File: config.mk
export PLATFORM = sky130hd
export DESIGN_NAME = fpc_mac
export DESIGN_NICKNAME = d
export VERILOG_FILES = /design/src/design/fpc_pkg.sv /design/src/design/fpc_mac.sv
export SDC_FILE = /design/constraint.sdc
export NUM_CORES = 2
export LEC_CHECK = 0
export BUFFER_PORTS_ARGS = -buffer_cell sky130_fd_sc_hd__buf_4
export CAP_MARGIN = 10
export CORE_ASPECT_RATIO = 1.4
export CORE_UTILIZATION = 25
export DETAILED_ROUTE_END_ITERATION = 6
export GPL_ROUTABILITY_DRIVEN = 0
export GPL_TIMING_DRIVEN = 0
export SLEW_MARGIN = 10
export SYNTH_ARGS = -nofsm -noshare
export SYNTH_HDL_FRONTEND = slang
export SYNTH_SLANG_ARGS = --single-unit
File: constraint.sdc
create_clock -name i_clk -period 10.05 [get_ports i_clk]
set_input_delay 0 -clock i_clk [delete_from_list [all_inputs] [get_ports i_clk]]
set_output_delay 0 -clock i_clk [all_outputs]
set_load 0.005 [all_outputs]
File: src/design/fpc_pkg.sv
// Package for the frustum plane point cull core: widths, constants and helpers.
// Used by every module of the block; depends on nothing.
package fpc_pkg;
    localparam int VALUE_WIDTH   = 32;
    localparam int FRACTION_BITS = 16;
    localparam int NORM_BITS     = 30;
    localparam int ACC_WIDTH     = 52;
    localparam int PROD_WIDTH    = 64;
    localparam int SUM_WIDTH     = 62;
    localparam int LEN_WIDTH     = 31;
    localparam int QUO_WIDTH     = VALUE_WIDTH;
    localparam int DIST_WIDTH    = 68;

    typedef logic signed [VALUE_WIDTH-1:0] t_value;
    typedef logic signed [ACC_WIDTH-1:0]   t_acc;

    typedef enum logic [1:0] {
        KIND_LOAD_PROJ = 2'd0,
        KIND_LOAD_VIEW = 2'd1,
        KIND_COMPUTE   = 2'd2,
        KIND_TEST      = 2'd3
    } t_kind;

    localparam logic [2:0] PLANE_NONE = 3'd6;
    localparam int         NUM_PLANES = 6;

    // Column used by each plane and whether it is added to column three.
    function automatic logic [1:0] plane_col(input logic [2:0] p);
        return p[2:1];
    endfunction

    function automatic logic plane_add(input logic [2:0] p);
        return (p == 3'd1) || (p == 3'd2) || (p == 3'd5);
    endfunction
endpackage

File: src/design/fpc_mac.sv
// Shared signed multiplier with registered product, used for the matrix product,
// the squared normal length and the point distance. Depends on fpc_pkg.
module fpc_mac (
    input  logic                                  i_clk,
    input  fpc_pkg::t_value                       i_a,
    input  fpc_pkg::t_value                       i_b,
    output logic signed [fpc_pkg::PROD_WIDTH-1:0] o_p
);
    import fpc_pkg::*;

    logic signed [2*VALUE_WIDTH-1:0] w_full;

    assign w_full = i_a * i_b;

    always_ff @(posedge i_clk) begin
        o_p <= PROD_WIDTH'(w_full);
    end
endmodule

Word-level counts from Yosys, hierarchy flattened
Index checks and enable logic that the tools add are counted.
Widths: inputs -> output; s select.
Operators by class
  $mul: 1
Operators with widths (number)
  $mul 32x32->64: 1
Word-level totals
  bits in registers: 64
  input bits: 65
  output and inout bits: 64
  word-level logic and storage cells: 2

Depth between registers and ports, before layout
  depth in word-level cells: 1
  depth in mapped cells: 28
  mapped depth without buffers: 26

Least setup slack after synthesis
No wires, ideal clock.
  kind: input to register
  from: input i_b[2]
  to: register o_p[63] (netlist name)
  library setup time: 0.121 ns
  data arrival time: 7.223 ns
  setup slack: 2.707 ns
  stages: 25
  cell sequence: clkbuf_1 -> nand2_1 -> inv_1 -> fa_1 -> fa_1 -> fa_1 -> fa_1 -> inv_1 -> fa_1 -> inv_1 -> fa_1 -> inv_1 -> fa_1 -> inv_1 -> fa_1 -> ha_1 -> clkbuf_1 -> nand4_1 -> or3_1 -> o21ai_0 -> a211oi_2 -> o32ai_1 -> nor2_1 -> a31o_2 -> xnor2_1
On the way
  word-level cells in the longest chain between the ends: 1
Ends and longest elaborated chain
  from (decl): RTL line fpc_mac.sv:6  | input fpc_pkg::t_value i_b,
  $mul 32x32->64: RTL line fpc_mac.sv:13  | assign w_full = i_a * i_b;
  named net w_full[63]: RTL line fpc_mac.sv:11  | logic signed [2*VALUE_WIDTH-1:0] w_full;
  to (signal assigned): RTL line fpc_mac.sv:16  | o_p <= PROD_WIDTH'(w_full);
  to (decl): RTL line fpc_mac.sv:7  | output logic signed [fpc_pkg::PROD_WIDTH-1:0] o_p
The timed path passes the listed nets, and every way through them passes these cells.

Final worst setup path
  from: input i_b[5]
  to: register o_p[63] (netlist name)
The elaborated chain is that of the path after synthesis.

==> results.txt <==
----------------------------------------------------
[Run status]
  Run status ... completed

[Yosys]
  Synthesized area ... 0.0376 mm2
  Syn avg cell area ... 9.53 um2
  Register bit count reported by yosys ... 64
  Async SR Flop Fraction ... 0%
  Yosys warns ... 0
  Number of enable flip-flop cells after synthesis ... 0
  Share of synthesized area occupied by flip-flops and latches ... 3.40%
  Mapped Cells ... 3949
  Distinct cell type count of the synthesized netlist ... 70
  Primary flip-flop cell chosen by synthesis mapping ... sky130_fd_sc_hd__dfxtp_1
  Post-synth net total ... 5280

[Global routing]
  Largest net degree at the start of global routing ... 23
  Vias in the first global route ... 31900
  Initial antenna violation count ... 21
  First-pass GRT wire length ... 210 mm
  Total grt overflow ... 0
  Total global-route track usage ... 19.6%

[Floorplan]
  Site row count ... 168
  Initial cell density of the core ... 25.1%
  Floorplan die width ... 330 um
  Die height ... 461 um
  Die Footprint ... 0.152 mm2
  Core outline area ... 0.150 mm2
  Num ports ... 129

[Finish]
  Nets ... 5420
  Number of inserted filler cells in the final layout ... 15900
  Max FFs per register ... 64
  Cell area after layout ... 0.0414 mm2
  Register with the highest flop count ... o_p
  Share of final-layout standard cells stronger than drive strength 1 ... 4.76%
  Final non-filler cell total ... 6061
  Synthesis-to-finish area growth ... 9.99%
  Top Registers ... o_p (64)

[Critical path]
  Crit path arrival time ... 10.03 ns
  Category of the most critical setup path ... input pin to flop
  Critical path capture point type ... flop
  Crit path required time ... 10.34 ns
  Max FO, Critical Path ... 10
  Element type at the critical path start ... input pin

[Clocking]
  Setup Fix Bufs, Post-CTS ... 0
  Worst-case clock buffer depth ... 2
  Clock net sink count ... 64
  Maximum level of the CTS H-tree ... 3
  Number of buffers added by the clock tree synthesis step ... 9
  Post-CTS clock slew at the launch and capture registers of the worst setup and hold paths ... 0.06 ns
  Clock root buffer ... sky130_fd_sc_hd__clkbuf_16
  Resized cells post-CTS ... 0
  TritonCTS clock tree ... done

[Timing]
  Fin crit share ... 96.9%
  Final-report setup violation count ... 0
  Total count of max-transition violations in the final report ... 0
  Setup repair after global routing missed its margin ... no
  Transition at the pin with the smallest max-transition slack ... 1.36 ns
  Worst path setup slack after routing ... 0.311 ns
  Fmax ... 0.103 GHz
  Worst slew margin relative to its limit ... 9.27%
  Hold violation count in the final report ... 0
  Final period demand of the worst path ... 9.74 ns

[Route]
  DRT Pass-1 Iters ... 5
  Vias per std cell ... 4.72
  Antenna Violating Nets Remaining ... 0
  Initial drt markers ... 2221
  Number of remaining DRC errors ... 0
  Routed wirelength normalized by instance count ... 24.0 um
  Total Routed Length ... 146 mm
  Via count ... 28600

[Min path]
  Class of the tightest hold or removal check ... input pin to flop
  End of the worst hold path ... o_p[1]$_DFF_P_
  Number of cells on the worst hold path ... 3
  Origin of the worst min-delay path ... i_b[1]

[Placement]
  Total of buffers placed on input and output ports ... 128
  Inst Count DP ... 6032
  Post-detailed-placement cell area ... 0.0410 mm2
  DP Wirelength ... 123 mm
  Setup slack after placement ... -0.101 ns

[Run]
  Number of maximum-capacitance violations ... 0

----------------------------------------------------
-- cells by family after synthesis --
| logic type | count (synthesis) | synth area share, % |
|---|---|---|
| buf+inv | 1163 | 11.7 |
| compound gates | 204 | 3.84 |
| flops | 64 | 3.40 |
| fa+ha+maj | 1266 | 63.7 |
| simple gates | 1178 | 15.7 |
| xor+xnor | 74 | 1.72 |
-- metal layers --
metal	share of wire [%]	vias up	track usage, %
met1	33	14800	20.9
met5	0.056	-	0
met3	9.6	628	5.07
met4	10	16	16.1
li1	-	11600	-
met2	47	1639	32.4
-- area by class of cell --
type / count / area [um2] / area share, %
Timing Repair Buffer: 129 / 971 / 2.35
Clock buffer: 12 / 267 / 0.644
Multi-Input combinational cell: 2722 / 32000 / 77.2
Antenna cell: 13 / 32.5 / 0.0786
Sequential cell: 64 / 1280 / 3.09
Buffer: 214 / 826 / 1.99
Clock inverter: 3 / 40.0 / 0.0967
Inverter: 949 / 3560 / 8.60
Tap cell: 1955 / 2450 / 5.91
-- critical path: stages --
cell                       delay (ns)
sky130_fd_sc_hd__buf_4           0.14
sky130_fd_sc_hd__clkbuf_1        0.75
sky130_fd_sc_hd__nand2_1         0.35
sky130_fd_sc_hd__inv_1           0.18
sky130_fd_sc_hd__fa_1            0.40
sky130_fd_sc_hd__inv_1           0.26
sky130_fd_sc_hd__fa_1            0.47
sky130_fd_sc_hd__inv_1           0.27
sky130_fd_sc_hd__fa_1            0.51
sky130_fd_sc_hd__fa_1            1.00
sky130_fd_sc_hd__inv_1           0.52
sky130_fd_sc_hd__fa_1            0.61
sky130_fd_sc_hd__inv_1           0.05
sky130_fd_sc_hd__fa_1            0.53
sky130_fd_sc_hd__inv_1           0.05
sky130_fd_sc_hd__fa_1            0.49
sky130_fd_sc_hd__inv_1           0.11
sky130_fd_sc_hd__fa_1            0.56
sky130_fd_sc_hd__ha_1            0.31
sky130_fd_sc_hd__clkbuf_1        0.31
sky130_fd_sc_hd__nand4_1         0.33
sky130_fd_sc_hd__or4_1           0.62
sky130_fd_sc_hd__nor4_1          0.56
sky130_fd_sc_hd__nor2_1          0.12
sky130_fd_sc_hd__a31o_2          0.27
sky130_fd_sc_hd__xnor2_1         0.22
-- stage by stage --
step                setup TNS (ns)  hold slack, ns  utilization (%)
finish                           0          0.0608             27.7
global route                     0          0.0585             27.6
CTS                              0          0.0243             27.6
detailed placement          -0.101           0.341             27.4
global placement            -0.101           0.354             27.4
floorplan                        0           0.127                -
-- synth_stat cells (3+ instances only) --
master                     instances  share of area [%]
sky130_fd_sc_hd__o21ai_1           3              0.040
sky130_fd_sc_hd__a31o_2            3              0.070
sky130_fd_sc_hd__o211ai_1          5               0.10
sky130_fd_sc_hd__nand3_1          17               0.23
sky130_fd_sc_hd__ha_1            184                6.1
sky130_fd_sc_hd__a21o_1           33               0.66
sky130_fd_sc_hd__fa_1           1082                 58
sky130_fd_sc_hd__a31oi_1           5              0.083
sky130_fd_sc_hd__nand2b_1         13               0.22
sky130_fd_sc_hd__a211oi_2          4               0.13
sky130_fd_sc_hd__buf_2            10               0.13
sky130_fd_sc_hd__a211o_1           5               0.12
sky130_fd_sc_hd__o21a_1            4              0.080
sky130_fd_sc_hd__dfxtp_1          64                3.4
sky130_fd_sc_hd__a21oi_2           5               0.12
sky130_fd_sc_hd__and2_1          513                8.5
sky130_fd_sc_hd__nor2b_1           8               0.13
sky130_fd_sc_hd__xnor2_1          52                1.2
sky130_fd_sc_hd__clkbuf_1        200                2.0
sky130_fd_sc_hd__nand4_1          11               0.18
sky130_fd_sc_hd__and3_1            9               0.15
sky130_fd_sc_hd__xor2_1           22               0.51
sky130_fd_sc_hd__nor2_1           61               0.61
sky130_fd_sc_hd__nor3_1            7              0.093
sky130_fd_sc_hd__o21ai_0          36               0.48
sky130_fd_sc_hd__nand2_1         524                5.2
sky130_fd_sc_hd__or3_1             3              0.050
sky130_fd_sc_hd__o21bai_1          4              0.080
sky130_fd_sc_hd__a21oi_1          63               0.84
sky130_fd_sc_hd__inv_1           949                9.5
-- placed cells by master, fill, tap and decap left out, types with 10 or more instances in the layout --
master / synthesis / layout
sky130_fd_sc_hd__clkbuf_1: 200 / 199
sky130_fd_sc_hd__fa_1: 1082 / 1081
sky130_fd_sc_hd__ha_1: 184 / 184
sky130_fd_sc_hd__nand2b_1: 13 / 13
sky130_fd_sc_hd__inv_1: 949 / 949
sky130_fd_sc_hd__nand3_1: 17 / 17
sky130_fd_sc_hd__a21o_1: 33 / 33
sky130_fd_sc_hd__and2_1: 513 / 513
sky130_fd_sc_hd__buf_4: 0 / 128
sky130_fd_sc_hd__nor2_1: 61 / 61
sky130_fd_sc_hd__nand2_1: 524 / 524
sky130_fd_sc_hd__diode_2: 0 / 13
sky130_fd_sc_hd__nand4_1: 11 / 11
sky130_fd_sc_hd__a21oi_1: 63 / 63
sky130_fd_sc_hd__dfxtp_1: 64 / 64
sky130_fd_sc_hd__o21ai_0: 36 / 36
sky130_fd_sc_hd__buf_2: 10 / 10
sky130_fd_sc_hd__xor2_1: 22 / 22
sky130_fd_sc_hd__xnor2_1: 52 / 52
-- worst max path at each step --
stage	start	to	slack (ns)	cells past startpoint
final	i_b[5]	o_p[63]$_DFF_P_	0.31	26
after global placement	i_b[5]	o_p[63]$_DFF_P_	-0.10	26
after global routing	i_b[5]	o_p[63]$_DFF_P_	0.002	26
after floorplan	i_b[2]	o_p[63]$_DFF_P_	2.71	25
after detailed placement	i_b[5]	o_p[63]$_DFF_P_	-0.10	26
after CTS	i_b[0]	o_p[63]$_DFF_P_	0.27	24
-- what timing repair did --
item / CTS / global route
setup endpoints to repair: 0 / 0
hold buffers: 1 / 0
endpoints found under the hold margin: 1 / 0
Power is left out: the tool's default activity adds up to more than one toggle a clock period on the data nets, which glitch-free logic cannot reach.
