File: src/design/fpc_pkg.sv
// Package for the frustum plane point cull core: widths, constants and helpers.
// Used by every module of the block; depends on nothing.
package fpc_pkg;
    localparam int VALUE_WIDTH   = 32;
    localparam int FRACTION_BITS = 16;
    localparam int NORM_BITS     = 30;
    localparam int ACC_WIDTH     = 52;
    localparam int PROD_WIDTH    = 64;
    localparam int SUM_WIDTH     = 62;
    localparam int LEN_WIDTH     = 31;
    localparam int QUO_WIDTH     = VALUE_WIDTH;
    localparam int DIST_WIDTH    = 68;

    typedef logic signed [VALUE_WIDTH-1:0] t_value;
    typedef logic signed [ACC_WIDTH-1:0]   t_acc;

    typedef enum logic [1:0] {
        KIND_LOAD_PROJ = 2'd0,
        KIND_LOAD_VIEW = 2'd1,
        KIND_COMPUTE   = 2'd2,
        KIND_TEST      = 2'd3
    } t_kind;

    localparam logic [2:0] PLANE_NONE = 3'd6;
    localparam int         NUM_PLANES = 6;

    // Column used by each plane and whether it is added to column three.
    function automatic logic [1:0] plane_col(input logic [2:0] p);
        return p[2:1];
    endfunction

    function automatic logic plane_add(input logic [2:0] p);
        return (p == 3'd1) || (p == 3'd2) || (p == 3'd5);
    endfunction
endpackage

File: src/design/fpc_div.sv
// Restoring divider and square root, one result bit per cycle.
// Used for the normal length and the coefficient scaling. Depends on fpc_pkg.
module fpc_div (
    input  logic                                i_clk,
    input  logic                                i_rst_n,
    input  logic                                i_start,
    input  logic                                i_sqrt,
    input  logic [fpc_pkg::SUM_WIDTH-1:0]       i_num,
    input  logic [fpc_pkg::LEN_WIDTH-1:0]       i_den,
    output logic                                o_done,
    output logic [fpc_pkg::QUO_WIDTH-1:0]       o_quo
);
    import fpc_pkg::*;

    localparam int REM_W = SUM_WIDTH + 2;
    localparam int CNT_W = $clog2(QUO_WIDTH + 1);

    logic             r_busy, r_sqrt;
    logic [CNT_W-1:0] r_cnt;
    logic [SUM_WIDTH-1:0] r_num;
    logic [REM_W-1:0]     r_rem;
    logic [QUO_WIDTH-1:0] r_quo;
    logic [LEN_WIDTH-1:0] r_den;

    logic [REM_W-1:0]     w_rem_sh, w_trial;
    logic                 w_ok;
    logic [SUM_WIDTH+FRACTION_BITS-1:0] w_dvd;

    // The dividend is the input scaled by the fraction bits. The caller keeps the
    // quotient within QUO_WIDTH bits, so the bits above them start as the remainder.
    assign w_dvd = {i_num, {FRACTION_BITS{1'b0}}};

    always_comb begin
        if (r_sqrt) begin
            w_rem_sh  = {r_rem[REM_W-3:0], r_num[SUM_WIDTH-1 -: 2]};
            w_trial   = REM_W'({r_quo, 2'b01});
        end else begin
            w_rem_sh  = {r_rem[REM_W-2:0], r_num[SUM_WIDTH-1]};
            w_trial   = REM_W'(r_den);
        end
        w_ok = w_rem_sh >= w_trial;
    end

    always_ff @(posedge i_clk) begin
        if (!i_rst_n) begin
            r_busy <= 1'b0;
            o_done <= 1'b0;
        end else begin
            o_done <= 1'b0;
            if (i_start) begin
                r_busy <= 1'b1;
                r_sqrt <= i_sqrt;
                r_quo  <= '0;
                r_den  <= i_den;
                if (i_sqrt) begin
                    r_rem <= '0;
                    r_num <= i_num;
                    r_cnt <= CNT_W'(SUM_WIDTH / 2);
                end else begin
                    r_rem <= REM_W'(w_dvd >> QUO_WIDTH);
                    r_num <= {w_dvd[QUO_WIDTH-1:0], {(SUM_WIDTH-QUO_WIDTH){1'b0}}};
                    r_cnt <= CNT_W'(QUO_WIDTH);
                end
            end else if (r_busy) begin
                r_rem <= w_ok ? w_rem_sh - w_trial : w_rem_sh;
                r_quo <= {r_quo[QUO_WIDTH-2:0], w_ok};
                r_num <= r_sqrt ? {r_num[SUM_WIDTH-3:0], 2'b00} : {r_num[SUM_WIDTH-2:0], 1'b0};
                r_cnt <= r_cnt - 1'b1;
                if (r_cnt == CNT_W'(1)) begin
                    r_busy <= 1'b0;
                    o_done <= 1'b1;
                end
            end
        end
    end

    assign o_quo = r_quo;
endmodule

File: config.mk
export PLATFORM = sky130hd
export DESIGN_NAME = fpc_div
export DESIGN_NICKNAME = d
export VERILOG_FILES = /design/src/design/fpc_pkg.sv /design/src/design/fpc_div.sv
export SDC_FILE = /design/constraint.sdc
export NUM_CORES = 1
export LEC_CHECK = 0
export BUFFER_PORTS_ARGS = -buffer_cell sky130_fd_sc_hd__buf_4
export CAP_MARGIN = 20
export CORE_AREA = 2 2 149 151
export DETAILED_ROUTE_END_ITERATION = 8
export DIE_AREA = 0 0 151 153
export PLACE_DENSITY = 0.8
export SYNTH_ARGS = -nofsm -noshare
export SYNTH_HDL_FRONTEND = slang
export SYNTH_SLANG_ARGS = --single-unit
File: constraint.sdc
create_clock -name i_clk -period 8.25 [get_ports i_clk]
set_input_delay 0.825 -clock i_clk [delete_from_list [all_inputs] [get_ports i_clk]]
set_output_delay 0.825 -clock i_clk [all_outputs]
set_load 0.01 [all_outputs]
* After elaboration in Yosys (flattened, before gate mapping)
Cells that the tools add are included.
** Word-level totals
- Register bits :: 197
- Latch bits :: 0
- RAM bits :: 0
- Bits in read-only memories :: 0
- Input bits :: 97
- Output and inout bits :: 33
- Logic and storage cells :: 36
- Memories kept :: 0
** Cells by class
- Add/subtract/negate cells :: 2
- Multipliers :: 0
- Divide/modulo/power cells :: 0
- $lt $le $gt $ge :: 1
- Equal/unequal tests :: 1
- Shift operators :: 0
- Muxes and demuxes :: 18
- Bitwise gates (word level) :: 2
- Reductions and logical operators :: 4
** Operators by type and width (number)
- 62-bit 2-to-1 mux :: 4
- 63-bit 2-to-1 mux :: 3
- 64-bit by 34-bit >= comparator with 1-bit output :: 1
- 64-bit 2-to-1 mux :: 1
- 63-bit by 34-bit subtractor with 63-bit output :: 1
- 46-bit 2-to-1 mux :: 1
- 34-bit 2-to-1 mux :: 1
- 32-bit 2-to-1 mux :: 1
- 6-bit 2-to-1 mux :: 3
- 6-bit by 1-bit equality test with 1-bit output (second input constant) :: 1
- 6-bit by 1-bit subtractor with 6-bit output (second input constant) :: 1
- 1-bit 2-to-1 mux :: 4
- 2-bit AND reduction :: 2
- 3-bit OR reduction :: 1
- 1-bit inverter :: 2
- 2-bit nonzero test :: 1

* Longest topological paths before layout
Gate-level depths: netlist (run 1).
- Word-level depth :: 5
- Mapped depth :: 22
- Gate-level depth less buffers :: 13

* Worst setup path after synthesis (run 1)
OpenSTA, ideal clock, no wires.
- Path type :: input-to-reg
- Start :: in i_start
- End :: reg r_quo[0] (netlist: o_quo[0]) (enable)
- Setup time :: 0.538 ns
- Arrival time :: 5.329 ns
- Required time :: 7.712 ns
- Path slack :: 2.383 ns
- Cell stages on the path :: 4
- Buffers on the path :: 3
- Cell sequence :: clkbuf_1 clkbuf_1 clkbuf_1 o21a_1
** Between the ends
- Longest elaborated chain between the ends :: 2
** RTL lines
- start: declaration :: line fpc_div.sv:6 : input logic i_start,
- 2-bit nonzero test (no source line)
- 2-bit AND reduction (no source line)
- end signal: assignment :: line fpc_div.sv:66 : r_quo <= {r_quo[QUO_WIDTH-2:0], w_ok};
- end: declaration :: line fpc_div.sv:22 : logic [QUO_WIDTH-1:0] r_quo;
No other way between the ends.
A chain may end at the register's enable or synchronous reset.

* Worst setup path in the final report (run 1)
- Start :: reg r_sqrt
- End :: reg r_rem[52] (data pin)
** Between the ends
- Longest elaborated chain between the ends :: 5
- Elaborated cells on any way between the ends :: 7
- Classes of those cells :: add/sub: 1; order compare: 1; mux: 5
** RTL lines
- start: declaration :: line fpc_div.sv:18 : logic r_busy, r_sqrt;
- start signal: assignment :: line fpc_div.sv:52 : r_sqrt <= i_sqrt;
- 64-bit 2-to-1 mux or 34-bit 2-to-1 mux (tied branches) :: line fpc_div.sv:34 : if (r_sqrt) begin
- 63-bit by 34-bit subtractor with 63-bit output or 64-bit by 34-bit >= comparator with 1-bit output (tied branches) :: line fpc_div.sv:65, fpc_div.sv:41
- 63-bit 2-to-1 mux * :: line fpc_div.sv:65 : r_rem <= w_ok ? w_rem_sh - w_trial : w_rem_sh;
- 63-bit 2-to-1 mux * :: line fpc_div.sv:64 : end else if (r_busy) begin
- 63-bit 2-to-1 mux * :: line fpc_div.sv:50 : if (i_start) begin
- end signal: assignment :: line fpc_div.sv:60 : r_rem <= REM_W'(w_dvd >> QUO_WIDTH);
- end signal: assignment :: line fpc_div.sv:65
- end: declaration :: line fpc_div.sv:21 : logic [REM_W-1:0] r_rem;
Every way passes the cells marked *; elsewhere a longest branch is shown, timed or not. The select of a mux whose other input is x is not followed.

==> summary.txt, run 1 <==
Status
  • Outcome: completed

Clocking
  • Cts bufs inserted: 17
  • Root Buffer: clkbuf_16
  • Clk sinks: 197
  • Setup Fix Bufs, Post-CTS: 0
  • Clk_lat worst skew: 0.44 ns
  • Worst-path clk slew: 0.08 ns
  • Post-CTS Resized: 0
  • Clock Tree Buf Depth: 2
  • H-tree depth: 4
  • CTS tree: done
  • Post-CTS Hold Fix Bufs: 0

STA
  • Fmax: 191.9 MHz
  • Slew headroom: 26.67%
  • Final setup vio count: 0
  • Clock Skews: 0.01049 ns
  • Final worst slack: 3.039 ns
  • RSZ-0062 raised after global routing: no
  • Max Slew Vio Count: 0
  • Tmin final: 5.211 ns
  • Worst-Margin Slew: 1.100 ns
  • Post-Route Setup TNS: 0 ns
  • Hold_ws: 0.4788 ns
  • Fin crit share: 63.17%
  • Final hold violation count: 0

Setup path
  • Crit path DAT: 5.48 ns
  • Critical path origin: r_sqrt
  • Startpoint types: flip-flop
  • CP required: 8.52 ns
  • Reg-to-reg endpoint: r_rem[52]
  • CP endpoint kind: flip-flop
  • Cells on worst reg2reg path: 14
  • Worst-path fanout max: 50
  • Setup Crit Path Kind: reg -> reg
  • Reg-to-reg setup timing slack: 3.04 ns
  • Reg2reg start: r_sqrt

Finish
  • Final core utilization: 66.67%
  • Layout cell share with drive strength beyond 1: 16.79%
  • P&R area growth vs syn: 13.20%
  • Layout Cells excl Fill: 1626
  • # diodes: 0
  • Nets: 1467

Detailed routing
  • Drt first pass iters: 6
  • Number of vias per cell: 6.363
  • DRT Wirelength: 32.70 mm
  • Vias: 10350
  • Post-DRT Antenna Nets: 0
  • Remaining DRCs: 0
  • Starting DRT DRC Count: 978
  • Average wire per standard cell: 20.11 µm

Placement
  • DP Wirelength: 22.90 mm
  • Dpl ws: 3.089 ns
  • Port bufs: 129
  • Placed cell count: 1592
  • Placer Congestion: 1.014

Yosys
  • Mapped Area: 0.01265 mm²
  • Async SR Flop Fraction: 0%
  • Yosys warnings: 0
  • Post-synth EDFFs: 195
  • Yosys reg bits: 197
  • Main synth FF type: edfxtp_1
  • Syn Inst Count: 1252
  • Mapped Avg Cell Area: 10.11 µm²
  • Post-synth cell types: 76
  • Syn nets: 1386
  • Sequential area share after synthesis: 46.59%

Hold path
  • Hold_sp: r_busy
  • Hold depth: 2
  • Worst Hold Path EP: o_done
  • Tightest Hold Check Type: reg -> reg

Floorplan
  • Die height: 153 µm
  • Boundary Pins: 130
  • Core Area: 0.02149 mm²
  • FP Rows: 54
  • Total die area: 0.02310 mm²
  • Initial Util: 58.89%
  • Die Wd: 151 µm

Job
  • MaxCap Viol Count: 0

Power
  • Leak pwr: 5.486 nW
  • Power Dens Cells: 202.0 mW/mm²
  • VDD IR-drop max: 0.1340 mV

GRT
  • Largest net degree at the start of global routing: 92
  • First-pass GRT wire length: 50.69 mm
  • Antenna violations before repair: 0
  • GRT Residual Overflow: 0
  • GR Util All Layers: 28.14%
  • Vias in the first global route: 9877
## state kept, by name, summed over array words and instances, names as in the netlist
name,cells
o_done,1
r_den,31
r_busy,1
r_sqrt,1
r_cnt,6
r_num,62
o_quo,32
r_rem,63
## metal layers
layer | wire length (µm) | vias up | share of wire, % | global-route usage [%]
li1 | - | 4856 | - | -
met2 | 16010 | 506 | 49 | 46.21
met3 | 2354 | 75 | 7.2 | 5.313
met4 | 1423 | 0 | 4.4 | 12.91
met5 | 0 | - | 0 | 0
met1 | 12910 | 4910 | 39 | 36.04
## cells in the final DEF, fill, tap and decap left out, types with 17 or more instances in the layout
cell       count
nor2_1        49
buf_4        142
a21o_1        18
o21ai_0       65
clkbuf_16     17
nand2_1      160
mux2_2        33
nor2b_1       65
edfxtp_1     195
mux2i_1      106
nand4_1       20
nor3_1        29
ha_1          36
nand3_1       19
a21oi_1      103
xnor2_1       31
a211oi_1      26
o21ai_1       45
## worst max-delay path, cell delays in order, from the launching register on
cell and delay, ns:
edfxtp_1 0.35, buf_4 0.55, buf_4 0.60, inv_2 0.24
nand2_1 0.18, fa_1 0.23, a21o_2 0.17, a21oi_2 0.08
o41a_1 0.43, a211oi_2 0.28, o41ai_2 0.15, a21oi_4 0.23
or4b_1 0.68, or4_1 0.60, a31oi_1 0.21
## power by group
part	switching [mW]	total, mW	leakage, nW	internal, mW
Combinational	0.483	0.826	3.32	0.343
Sequential	0.0525	1.26	1.90	1.21
Clock	0.410	0.806	0.263	0.396
Total	0.945	2.89	5.49	1.95
## logic make-up after synthesis
kind of cell,synth area share [%]
AO/OA/AOI/OAI,16.33
XOR/XNOR,3.253
adder cells (fa/ha/maj),3.718
buffers and inverters,3.075
flip-flops,46.59
multiplexers,11.44
AND/OR/NAND/NOR,15.59
## cell type report
| class | count | area (µm²) |
|---|---|---|
| Timing Repair Buffer | 143 | 1094 |
| Sequential cell | 197 | 5896 |
| Inverter | 14 | 52.55 |
| Tap cell | 280 | 350.3 |
| Clock inverter | 14 | 121.4 |
| Multi-Input combinational cell | 960 | 6381 |
| Clock buffer | 18 | 429.2 |
| Fill cell | 1683 | 7162 |
## cells in the mapped netlist, drive strengths merged, types with 11 or more instances
| master | n | area, µm² |
|---|---|---|
| ha | 36 | 450.4 |
| nand3 | 19 | 95.09 |
| buf | 25 | 126.4 |
| a31oi | 11 | 68.82 |
| edfxtp | 195 | 5856 |
| a211oi | 28 | 220.2 |
| nor4 | 11 | 75.07 |
| o21ai | 110 | 550.5 |
| mux2i | 106 | 1061 |
| mux2 | 34 | 386.6 |
| nand2 | 160 | 600.6 |
| inv | 14 | 52.55 |
| xnor2 | 31 | 271.5 |
| xor2 | 16 | 140.1 |
| a21o | 19 | 143.9 |
| a21oi | 105 | 540.5 |
| clkbuf | 56 | 210.2 |
| nand4 | 20 | 125.1 |
| nor2 | 51 | 191.4 |
| nor2b | 65 | 406.6 |
| nor3 | 31 | 171.4 |
## worst max-delay path by stage
stage                end  slack (ns)  depth (start not counted)
2_1_floorplan   o_quo[0]        2.38                          4
3_3_place_gp   r_rem[53]        3.20                         14
3_5_place_dp   r_rem[53]        3.09                         14
4_1_cts        r_rem[53]        3.06                         14
5_1_grt        r_rem[52]        2.84                         14
6_report       r_rem[52]        3.04                         14
## through the flow
step,power [mW],instance area (µm²)
global placement,2.066,13740
finish,2.894,14320
floorplan,1.870,12650
CTS,2.881,14290
global route,3.026,14320
detailed placement,2.087,13740
Power figures use the tool's default switching activity.
==> run 2: changes to the inputs <==
--- a/config.mk
+++ b/config.mk
@@ -7,10 +7,10 @@
 export LEC_CHECK = 0
 export BUFFER_PORTS_ARGS = -buffer_cell sky130_fd_sc_hd__buf_4
 export CAP_MARGIN = 20
-export CORE_AREA = 2 2 149 151
+export CORE_AREA = 2 2 157 159
 export DETAILED_ROUTE_END_ITERATION = 8
-export DIE_AREA = 0 0 151 153
-export PLACE_DENSITY = 0.8
+export DIE_AREA = 0 0 159 161
+export PLACE_DENSITY = 0.76
 export SYNTH_ARGS = -nofsm -noshare
 export SYNTH_HDL_FRONTEND = slang
 export SYNTH_SLANG_ARGS = --single-unit
==> constraint.sdc (replaced) <==
create_clock -name i_clk -period 4.6 [get_ports i_clk]
set_input_delay 0.46 -clock i_clk [delete_from_list [all_inputs] [get_ports i_clk]]
set_output_delay 0.46 -clock i_clk [all_outputs]
set_load 0.01 [all_outputs]
==> run 2 against run 1 <==
  * Design area rose by 1.3%
  * Worst setup slack got worse by 2.7 ns
  * Register-to-register slack got worse by 2.7 ns
  * Cell count rose by 3.1%
  * Sequential cell count did not move
  * Largest power group unchanged
  * Wire length fell by 1.7%
  * Highest routed layer unchanged
  * Critical path depth fell by 2
  * Clock skew rose by 0.0077 ns
  * Worst hold slack got worse by 0.30 ns
  * Critical path type unchanged
  * Maximum frequency rose by 21%
  * Via count fell by 1.8%
  * Power rose by 81%
==> summary.txt, run 2 (synthesis gave the netlist of run 1 again) <==
Clocking
  • Clk_lat worst skew: 0.45 ns
  • Cts bufs inserted: 17
  • Post-CTS Hold Fix Bufs: 0
  • CTS tree: done
  • Post-CTS Resized: 0
  • Root Buffer: clkbuf_16
  • Clock Tree Buf Depth: 2
  • H-tree depth: 4
  • Clk sinks: 197
  • Setup Fix Bufs, Post-CTS: 0
  • Worst-path clk slew: 0.08 ns

STA
  • Max Slew Vio Count: 0
  • Clock Skews: 0.01814 ns
  • Final worst slack: 0.2952 ns
  • Final hold violation count: 0
  • Fmax: 232.3 MHz
  • Post-Route Setup TNS: 0 ns
  • RSZ-0062 raised after global routing: no
  • Final setup vio count: 0
  • Tmin final: 4.305 ns
  • Fin crit share: 93.58%
  • Worst-Margin Slew: 0.9434 ns
  • Slew headroom: 37.11%

Power
  • Comb pwr share: 28.4%
  • Seq pwr share: 43.1%
  • Sw frac: 32.86%
  • VDD IR-drop max: 0.2392 mV
  • Internal power: 3.522 mW
  • Clk pwr share: 28.5%
  • Power Dens Cells: 361.5 mW/mm²
  • Leak pwr: 5.553 nW
  • Switch Pwr: 1.724 mW
  • Tot Pwr: 5.246 mW

Setup path
  • Setup Crit Path Kind: reg -> reg
  • Critical path origin: r_sqrt
  • CP required: 4.88 ns
  • Startpoint types: flip-flop
  • Reg-to-reg endpoint: r_rem[52]
  • Reg-to-reg setup timing slack: 0.30 ns
  • Crit path DAT: 4.59 ns
  • Reg2reg start: r_sqrt
  • Worst-path fanout max: 33
  • Cells on worst reg2reg path: 12
  • Crit path to: r_rem[52]
  • CP endpoint kind: flip-flop

Detailed routing
  • Vias: 10160
  • Number of vias per cell: 6.061
  • DRT Wirelength: 32.13 mm
  • Remaining DRCs: 0
  • Drt first pass iters: 5
  • Post-DRT Antenna Nets: 0
  • Average wire per standard cell: 19.16 µm
  • Starting DRT DRC Count: 872

Floorplan
  • Total die area: 0.02560 mm²
  • Boundary Pins: 130
  • Initial Util: 52.80%
  • Die height: 161 µm
  • FP Rows: 57
  • Core Area: 0.02396 mm²
  • Die Wd: 159 µm

GRT
  • Vias in the first global route: 9940
  • First-pass GRT wire length: 51.12 mm
  • Largest net degree at the start of global routing: 71
  • GRT Residual Overflow: 0
  • Antenna violations before repair: 0
  • GR Util All Layers: 24.92%

Finish
  • Multi-input logic area: 0.006407 mm²
  • Final core utilization: 60.56%
  • FF+latch area: 0.005896 mm²
  • Fillcell total: 2064
  • # diodes: 0
  • Top reg by flops: r_rem
  • Max reg flops: 63
  • Layout cell share with drive strength beyond 1: 17.52%
  • Post-route cell area: 0.01451 mm²
  • Commonest non-fill, non-tap cell in the layout: edfxtp_1
  • P&R area growth vs syn: 14.68%
  • Commonest non-fill, non-tap cells in the layout: 195 x edfxtp_1, 160 x nand2_1, 147 x buf_4
  • Nets: 1474

Placement
  • Dpl cell area: 0.01392 mm²
  • Port bufs: 129
  • DP Wirelength: 23.04 mm
  • Dpl ws: 0.4004 ns
  • Placer Congestion: 0.9330

Job
  • MaxCap Viol Count: 0

Hold path
  • Tightest Hold Check Type: in -> reg

Status
  • Outcome: completed
## run 2: changes by cell type in the layout (fill, tap and decap cells not counted), sizes merged
cell	change
clkinvlp	-2
buf	+7
clkinv	+3
clkbuf	-1
## run 2: critical path, cell delays in order (launching register included)
cell	delay, ns
edfxtp_1	0.46
buf_12	0.25
mux2_2	0.38
ha_1	0.37
and3_1	0.24
nand2_1	0.09
o41a_1	0.43
a211oi_2	0.30
o41ai_4	0.17
a21oi_4	0.23
or4b_1	0.50
or4_1	0.53
a31oi_1	0.18
## run 2: per-layer routing
metal	GRT usage, %	share of wire (%)	wire length (µm)
met1	31.36	42	13500
met2	44.03	50	16100
met3	2.902	4.6	1472
met4	10.08	3.3	1062
met5	0	0	0
## run 2: how the worst min path moves through the flow
stage          startpoint        to  slack [ns]  cells past startpoint
4_1_cts          i_den[9]  r_den[9]        0.17                      1
3_3_place_gp       r_busy    o_done        0.46                      2
6_report         i_den[7]  r_den[7]        0.18                      1
5_1_grt          i_den[8]  r_den[8]        0.18                      1
3_5_place_dp       r_busy    o_done        0.47                      2
2_1_floorplan      r_busy    o_done        0.42                      2
## run 2: cell type report
cell class | instances | share of cell area [%]
Multi-Input combinational cell | 960 | 44.15
Tap cell | 324 | 2.794
Timing Repair Buffer | 150 | 8.019
Sequential cell | 197 | 40.63
Inverter | 14 | 0.3621
Clock buffer | 17 | 2.932
Clock inverter | 15 | 1.112
## run 2: power by group through the flow
| stage | sequential, mW | clock, mW | combinational [mW] |
|---|---|---|---|
| final | 2.26 | 1.49 | 1.49 |
| after global routing | 2.28 | 1.57 | 1.64 |
| after CTS | 2.26 | 1.51 | 1.48 |
| after detailed placement | 2.30 | 0 | 1.47 |
| after global placement | 2.30 | 0 | 1.44 |
| after floorplan | 2.28 | 0 | 1.08 |
## run 2: per-stage QoR
step           hold WS [ns]  cells
2_1_floorplan        0.4213   1252
3_3_place_gp         0.4600   1645
3_5_place_dp         0.4689   1645
4_1_cts              0.1742   1677
5_1_grt              0.1755   1677
6_report             0.1830   1677
